`src/rtl/vfcm_pkg.sv`:
```
// ----------------------------------------------------------------------------
// vfcm_pkg
// Shared types and constants of the voxel face culling mesher: field widths,
// action codes, register indexes and the job handed from scan to emit.
// ----------------------------------------------------------------------------
`default_nettype none

package vfcm_pkg;

  // Field widths of the stream items
  localparam int POS_X_W  = 4;
  localparam int POS_Y_W  = 6;
  localparam int POS_Z_W  = 4;
  localparam int KIND_W   = 2;
  localparam int ACT_W    = 2;
  localparam int OFF_W    = 16;
  localparam int WORLD_W  = 17;
  localparam int FACE_W   = 3;
  localparam int COUNT_W  = 17;
  localparam int BASE_W   = 19;
  localparam int NUM_FACE = 6;

  // Packed widths of the channels
  localparam int IN_DATA_W  = 16;
  localparam int OUT_DATA_W = 80;
  localparam int CFG_IDX_W  = 2;

  // Input actions
  localparam logic [ACT_W-1:0] ACT_WRITE   = 2'd0;
  localparam logic [ACT_W-1:0] ACT_EXAMINE = 2'd1;
  localparam logic [ACT_W-1:0] ACT_RESTART = 2'd2;

  // Configuration register indexes
  localparam logic [CFG_IDX_W-1:0] REG_OFFSET_X = 2'd0;
  localparam logic [CFG_IDX_W-1:0] REG_OFFSET_Y = 2'd1;
  localparam logic [CFG_IDX_W-1:0] REG_OFFSET_Z = 2'd2;

  // Work handed from the scan sequencer to the emit stage
  typedef struct packed {
    logic                restart;
    logic [NUM_FACE-1:0] mask;
    logic [POS_X_W-1:0]  x;
    logic [POS_Y_W-1:0]  y;
    logic [POS_Z_W-1:0]  z;
  } job_t;

endpackage

`default_nettype wire

```
`src/rtl/vfcm_emit.sv`:
```
// ----------------------------------------------------------------------------
// vfcm_emit
// Face emitter: holds the chunk offsets and the face counter, and streams
// one result per visible face through a registered output stage.
// ----------------------------------------------------------------------------
`default_nettype none

module vfcm_emit
  import vfcm_pkg::*;
(
  input  wire logic                  clk,
  input  wire logic                  rst_n,
  input  wire logic                  cfg_we,
  input  wire logic [CFG_IDX_W-1:0]  cfg_index,
  input  wire logic [OFF_W-1:0]      cfg_wdata,
  input  wire job_t                  job,
  input  wire logic                  job_valid,
  output logic                       job_ready,
  output logic                       out_tvalid,
  input  wire logic                  out_tready,
  output logic [OUT_DATA_W-1:0]      out_tdata,
  output logic                       out_tlast
);

  logic [OFF_W-1:0]    off_x_r, off_y_r, off_z_r;
  logic [COUNT_W-1:0]  count_r;
  logic [NUM_FACE-1:0] mask_r;
  logic [POS_X_W-1:0]  x_r;
  logic [POS_Y_W-1:0]  y_r;
  logic [POS_Z_W-1:0]  z_r;
  logic                out_tvalid_r;
  logic [WORLD_W-1:0]  wx_r, wy_r, wz_r;
  logic [FACE_W-1:0]   face_r;
  logic [BASE_W-1:0]   base_r;
  logic                last_r;

  logic [FACE_W-1:0]   sel_face;
  logic [NUM_FACE-1:0] mask_rest;
  logic                take, load;

  // Pick the lowest pending face
  always_comb begin
    sel_face = '0;
    for (int f = NUM_FACE - 1; f >= 0; f--) begin
      if (mask_r[f]) begin
        sel_face = FACE_W'(f);
      end
    end
    mask_rest = mask_r & ~(NUM_FACE'(1) << sel_face);
  end

  assign job_ready = (mask_r == '0);
  assign take      = job_valid && job_ready;
  assign load      = (mask_r != '0) && (!out_tvalid_r || out_tready);

  // Offsets, counter, pending faces and output register
  always_ff @(posedge clk) begin
    if (!rst_n) begin
      off_x_r      <= '0;
      off_y_r      <= '0;
      off_z_r      <= '0;
      count_r      <= '0;
      mask_r       <= '0;
      out_tvalid_r <= 1'b0;
    end else begin
      if (cfg_we) begin
        case (cfg_index)
          REG_OFFSET_X: off_x_r <= cfg_wdata;
          REG_OFFSET_Y: off_y_r <= cfg_wdata;
          REG_OFFSET_Z: off_z_r <= cfg_wdata;
          default: ;
        endcase
      end
      if (take) begin
        if (job.restart) begin
          count_r <= '0;
        end else begin
          mask_r <= job.mask;
        end
      end else if (load) begin
        mask_r  <= mask_rest;
        count_r <= count_r + 1'b1;
      end
      if (load) begin
        out_tvalid_r <= 1'b1;
      end else if (out_tready) begin
        out_tvalid_r <= 1'b0;
      end
    end
    if (take && !job.restart) begin
      x_r <= job.x;
      y_r <= job.y;
      z_r <= job.z;
    end
    if (load) begin
      wx_r   <= WORLD_W'(x_r) + {off_x_r[OFF_W-1], off_x_r};
      wy_r   <= WORLD_W'(y_r) + {off_y_r[OFF_W-1], off_y_r};
      wz_r   <= WORLD_W'(z_r) + {off_z_r[OFF_W-1], off_z_r};
      face_r <= sel_face;
      base_r <= {count_r, 2'b00};
      last_r <= (mask_rest == '0);
    end
  end

  assign out_tvalid = out_tvalid_r;
  assign out_tlast  = last_r;
  assign out_tdata  = {7'd0, base_r, face_r, wz_r, wy_r, wx_r};

endmodule

`default_nettype wire

```
`config.mk`:
```
export PLATFORM = sky130hd
export DESIGN_NAME = vfcm_emit
export DESIGN_NICKNAME = d
export VERILOG_FILES = /design/src/rtl/vfcm_pkg.sv /design/src/rtl/vfcm_emit.sv
export SDC_FILE = /design/constraint.sdc
export NUM_CORES = 1
export LEC_CHECK = 0
export ABC_AREA = 1
export BUFFER_PORTS_ARGS = -buffer_cell sky130_fd_sc_hd__buf_2
export CAP_MARGIN = 30
export CORE_AREA = 5 5 144 146
export DETAILED_ROUTE_END_ITERATION = 7
export DIE_AREA = 0 0 149 151
export PLACE_DENSITY = 0.54
export SYNTH_ARGS = -nofsm -noshare
export SYNTH_HDL_FRONTEND = slang
export SYNTH_SLANG_ARGS = --single-unit
```
`constraint.sdc`:
```
create_clock -name clk -period 2.8 [get_ports clk]
set_input_delay 0.14 -clock clk [delete_from_list [all_inputs] [get_ports clk]]
set_output_delay 0.14 -clock clk [all_outputs]
set_load 0.03 [all_outputs]
```
After elaboration in Yosys (flattened, before gate mapping):

Cells that the tools add are included.

* add/sub/neg operators: 4
* equal/unequal tests: 4
* shifts and indexed selects: 1
* multiplexer cells: 14
* bitwise gates (word level): 2
* reductions and logical operators: 17

Operators by type and width (number)
* $mux 17: 3
* $add 5x16->17: 2
* $mux 3: 6
* $mux 6: 3
* $add 17x1->17 const B: 1
* $add 7x16->17: 1
* $logic_not 6->1: 2
* $reduce_and 2->1: 5
* $and 6x6->6: 1
* $not 6->6: 1
* $reduce_bool 6->1: 1
* $shl 1x3->6 const A: 1
* $ne 2x2->1 const B: 2
* $reduce_bool 2->1: 2
* $logic_and 1x1->1: 3
* $eq 2x1->1 const B: 1
* $eq 2x2->1 const B: 1
* $logic_not 1->1: 2
* $logic_not 2->1: 1
* $mux 1: 2
* $logic_or 1x1->1: 1

* bits in registers: 158
* bits of input ports: 44
* word-level logic and storage cells: 57

Depth between registers and ports, before layout:

* depth in word-level cells: 11
* depth in mapped cells: 11

Worst setup path before layout:

OpenSTA, ideal clock, no wires.

* path type: flip-flop to flip-flop
* start: reg mask_r[2]
* end: reg base_r[10] (enable)
* arrival: 2.171 ns
* path slack: 0.202 ns
* stages on the path, launching flop included: 7
* buffers on the path: 0
* clock period less this slack: 2.598 ns
* cell sequence: dfxtp_1 -> nor2_4 -> nand2_4 -> nor2_8 -> inv_2 -> nand2_4 -> inv_1

* cells in the longest elaborated chain, start to end: 2

RTL lines
* start: declaration: line vfcm_emit.sv:27 `logic [NUM_FACE-1:0] mask_r;`
* start signal: assignment: line vfcm_emit.sv:78 `mask_r <= job.mask;`
* start signal: assignment: line vfcm_emit.sv:81 `mask_r <= mask_rest;`
* $reduce_bool 6->1: line vfcm_emit.sv:54 `assign load = (mask_r != '0) && (!out_tvalid_r || out_tready);`
* $logic_and 1x1->1: line vfcm_emit.sv:54
* net load: line vfcm_emit.sv:39 `logic take, load;`
* end signal: assignment: line vfcm_emit.sv:100 `base_r <= {count_r, 2'b00};`
* end: declaration: line vfcm_emit.sv:34 `logic [BASE_W-1:0] base_r;`

The timed path passes the listed nets, and every way through them passes these cells.
A chain may end at the register's enable or synchronous reset.

Worst setup path after layout:

* start: reg off_x_r[0]
* end: reg wx_r[14] (data pin)

* cells in the longest elaborated chain, start to end: 1

RTL lines
* start: declaration: line vfcm_emit.sv:25 `logic [OFF_W-1:0] off_x_r, off_y_r, off_z_r;`
* start signal: assignment: line vfcm_emit.sv:68 `REG_OFFSET_X: off_x_r <= cfg_wdata;`
* $add 5x16->17: line vfcm_emit.sv:96 `wx_r <= WORLD_W'(x_r) + {off_x_r[OFF_W-1], off_x_r};`
* end signal: assignment: line vfcm_emit.sv:96
* end: declaration: line vfcm_emit.sv:32 `logic [WORLD_W-1:0] wx_r, wy_r, wz_r;`

Every way passes these cells.

==> run_results.csv <==
group,metric,value,unit
synthesis,ys_seq_area_share,57.6,%
floorplan,num_rows,51,
layout,nNetsFinal,924,
routing,num_vias,5165,
synthesis,ys_types,35,
global_route,grt_pass1_vias,4898,
layout,design_area,8610,µm²
power,irDropWorstVdd,0.804,mV
floorplan,die_h,151,µm
synthesis,synthCells,724,
critical_path,cp.depth,9,
power,power_density,1070,nW/µm²
layout,final_util,44.7,%
critical_path,worst-path-max-fanout,4,
layout,regArea,4020,µm²
sta,max_slew_margin,42.8,%
floorplan,start_util,36.2,%
critical_path,max_stage_delay,0.36,ns
sta,setup_tns,0,ns
global_route,grt_pass1_wl,24800,µm
layout,final_cell_mix,"117 x buf_2, 108 x nand2_1, 104 x nor2_1",
synthesis,synth_top_area_share,37.0,%
synthesis,ys_seq_elements,158,
placement,io_buffers,117,
routing,wl_per_cell,13.9,µm
synthesis,syn_area,6980,µm²
clock_tree,htreeDepth,4,
critical_path,crit_arrival,2.17,ns
global_route,grt_usage,14.1,%
critical_path,crit_required,2.97,ns
synthesis,yosys_warnings,0,
placement,place_congestion,0.830,
routing,drt_iter0_markers,305,
flow_run,max_cap_viol_count,0,
layout,areaGrowthSynthToFinish,23.3,%
floorplan,core_area,19300,µm²
routing,wirelength,15800,µm
worst_hold_path,hp-class,"input pin to register",
sta,slew_violations,0,
critical_path,critPathLaunchType,"register",
clock_tree,clock_sinks,158,
clock_tree,max-clock-path-buffers,2,
clock_tree,cts_tree,"yes",
sta,finalCritPeriodShare,71.5,%
critical_path,reg2regPathDepth,9,
placement,dp_hpwl,11600,µm
clock_tree,cts_made_buffers,17,
routing,drtPass1Iterations,4,
critical_path,crit_path_end_kind,"register",
sta,fmax,499,MHz
layout,diodes,0,
clock_tree,cts_setup_buffers,0,
clock_tree,cts-root-buf,"clkbuf_16",
sta,hold_viol,0,
floorplan,die_area,22500,µm²
sta,min_period,2.00,ns
clock_tree,clk_latency,0.42,ns
critical_path,critPathKind,"register to register",
layout,final_common_cell,"buf_2",
layout,drive_gt1_share,21.3,%
routing,avgViaCountPerCell,4.53,
routing,ant_nets,0,
routing,drc_errors,0,
placement,postPlaceCellArea,7840,µm²
power,power_leakage,0.00352,µW
layout,multi_input_area,2570,µm²
layout,fill_cells,1921,
global_route,gr-total-overflow,0,
sta,rsz0062_at_grt,"false",
critical_path,cpMaxStageDelayCell,"dfxtp_1",
global_route,grt_start_max_net_pins,55,
synthesis,synth.avg_cell_area,9.65,µm²
sta,finalSetupViolations,0,
critical_path,cpLargestDelayFamily,"simple AND/OR/NAND/NOR gates",
synthesis,yosys-top-cells-area,"edfxtp_1 37%, dfxtp_1 21%, nand2_1 5.8%",
global_route,antenna_found_initial,0,
clock_tree,path_clk_slew,0.06,ns
critical_path,crit_buf_inv,0,
critical_path,worstPathCellList,"ha_1 > fa_1 > nand3_1 > nand3_1 > nand2_1 > nor2_1 > nand3_1 > nor2_1 > nor2_1",
floorplan,ios,127,
sta,skew,0.0108,ns
synthesis,synth_top_area_cell,"edfxtp_1",
run_status,status,"complete, no violations",
worst_hold_path,min_path_cells,3,
floorplan,die_w,149,µm
sta,worst_pin_slew,0.856,ns
## logic make-up (layout without fill, tap and decap cells)
logic type               Yosys count  after routing  synth area share (%)
flip-flops                       158            158                  57.6
buffers and inverters             94            237                  5.95
AND/OR/NAND/NOR                  289            289                  18.2
XOR/XNOR                          42             42                  5.27
AO/OA/AOI/OAI                    122            122                  9.39
adder cells (fa/ha/maj)           18             18                  3.55
other                              1              9                0.0537
## metal layers
layer  track usage (%)  routed length (µm)  vias up
met3              4.40                 977       16
met4              4.12                 218        0
met5                 0                   0        -
met2              23.5                7530      128
li1                  -                   -     2673
met1              17.7                7100     2348
## state kept, by name, summed over array words and instances, names as in the netlist
name	count
wx_r	17
out_tlast	1
face_r	3
base_r	17
wy_r	17
z_r	4
wz_r	17
count_r	17
off_z_r	16
off_x_r	16
off_y_r	16
out_tvalid	1
x_r	4
y_r	6
mask_r	6
## stage by stage
step                setup WS, ns  power, µW  hold WS [ns]  cells
floorplan                  0.202       6000         0.239    732
global placement           0.858       6940         0.318   1092
detailed placement         0.811       6940         0.318   1092
CTS                        0.787       9390        0.0151   1140
global route               0.590       9750        0.0321   1140
finish                     0.798       9240        0.0358   1140
## final cells by class
class / instances / share of cell area (%)
clock buffer: 21 / 5.34
tap: 265 / 3.85
inverter: 65 / 2.83
sequential: 158 / 46.7
multi-input combinational: 480 / 29.9
clock inverter: 11 / 1.82
timing repair buffer: 140 / 9.56
## power by group
| part | internal, µW | switching, µW |
|---|---|---|
| combinational | 790 | 2460 |
| clock | 1460 | 927 |
| sequential | 3370 | 235 |
## worst reg2reg max path, cell delays in order, from the launching register on
cell,delay [ns]
dfxtp_1,0.36
ha_1,0.21
fa_1,0.23
nand3_1,0.09
nand3_1,0.10
nand2_1,0.06
nor2_1,0.28
nand3_1,0.20
nor2_1,0.16
nor2_1,0.06
## what timing repair did
item / in CTS / in global routing
endpoints found under the hold margin: 16 / 0
hold buffers: 16 / 0
gates resized for setup: 0 / 0
## synthesized netlist by cell type
cell type,n
a21oi_1,45
o21ai_1,1
nand2_2,8
ha_1,15
a31oi_1,3
nand3_1,37
clkinv_1,1
buf_4,10
clkbuf_1,14
nand3_2,2
a21oi_2,8
a21boi_2,1
nand2_1,108
nand3b_1,1
xnor2_1,3
o21bai_1,2
buf_6,3
nor3_1,7
fa_1,3
conb_1,1
inv_1,59
edfxtp_1,86
o21ai_0,62
nand2_4,4
xor2_1,39
nor2_8,1
nor2_1,104
inv_2,5
dfxtp_1,72
nor2_2,1
nand4_1,13
nor2_4,1
nor4_1,1
buf_2,2
and2_1,1
## path summary, 6_finish.rpt
| check | from | slack [ns] | to |
|---|---|---|---|
| setup / recovery | off_x_r[0] | 0.80 | wx_r[14] |
| hold / removal | cfg_wdata[7] | 0.04 | off_x_r[7] |
| setup reg to reg | off_x_r[0] | 0.80 | wx_r[14] |
| hold reg to reg | off_z_r[0] | 0.45 | off_z_r[0] |
No activity file was read; power rests on OpenSTA's default activity.
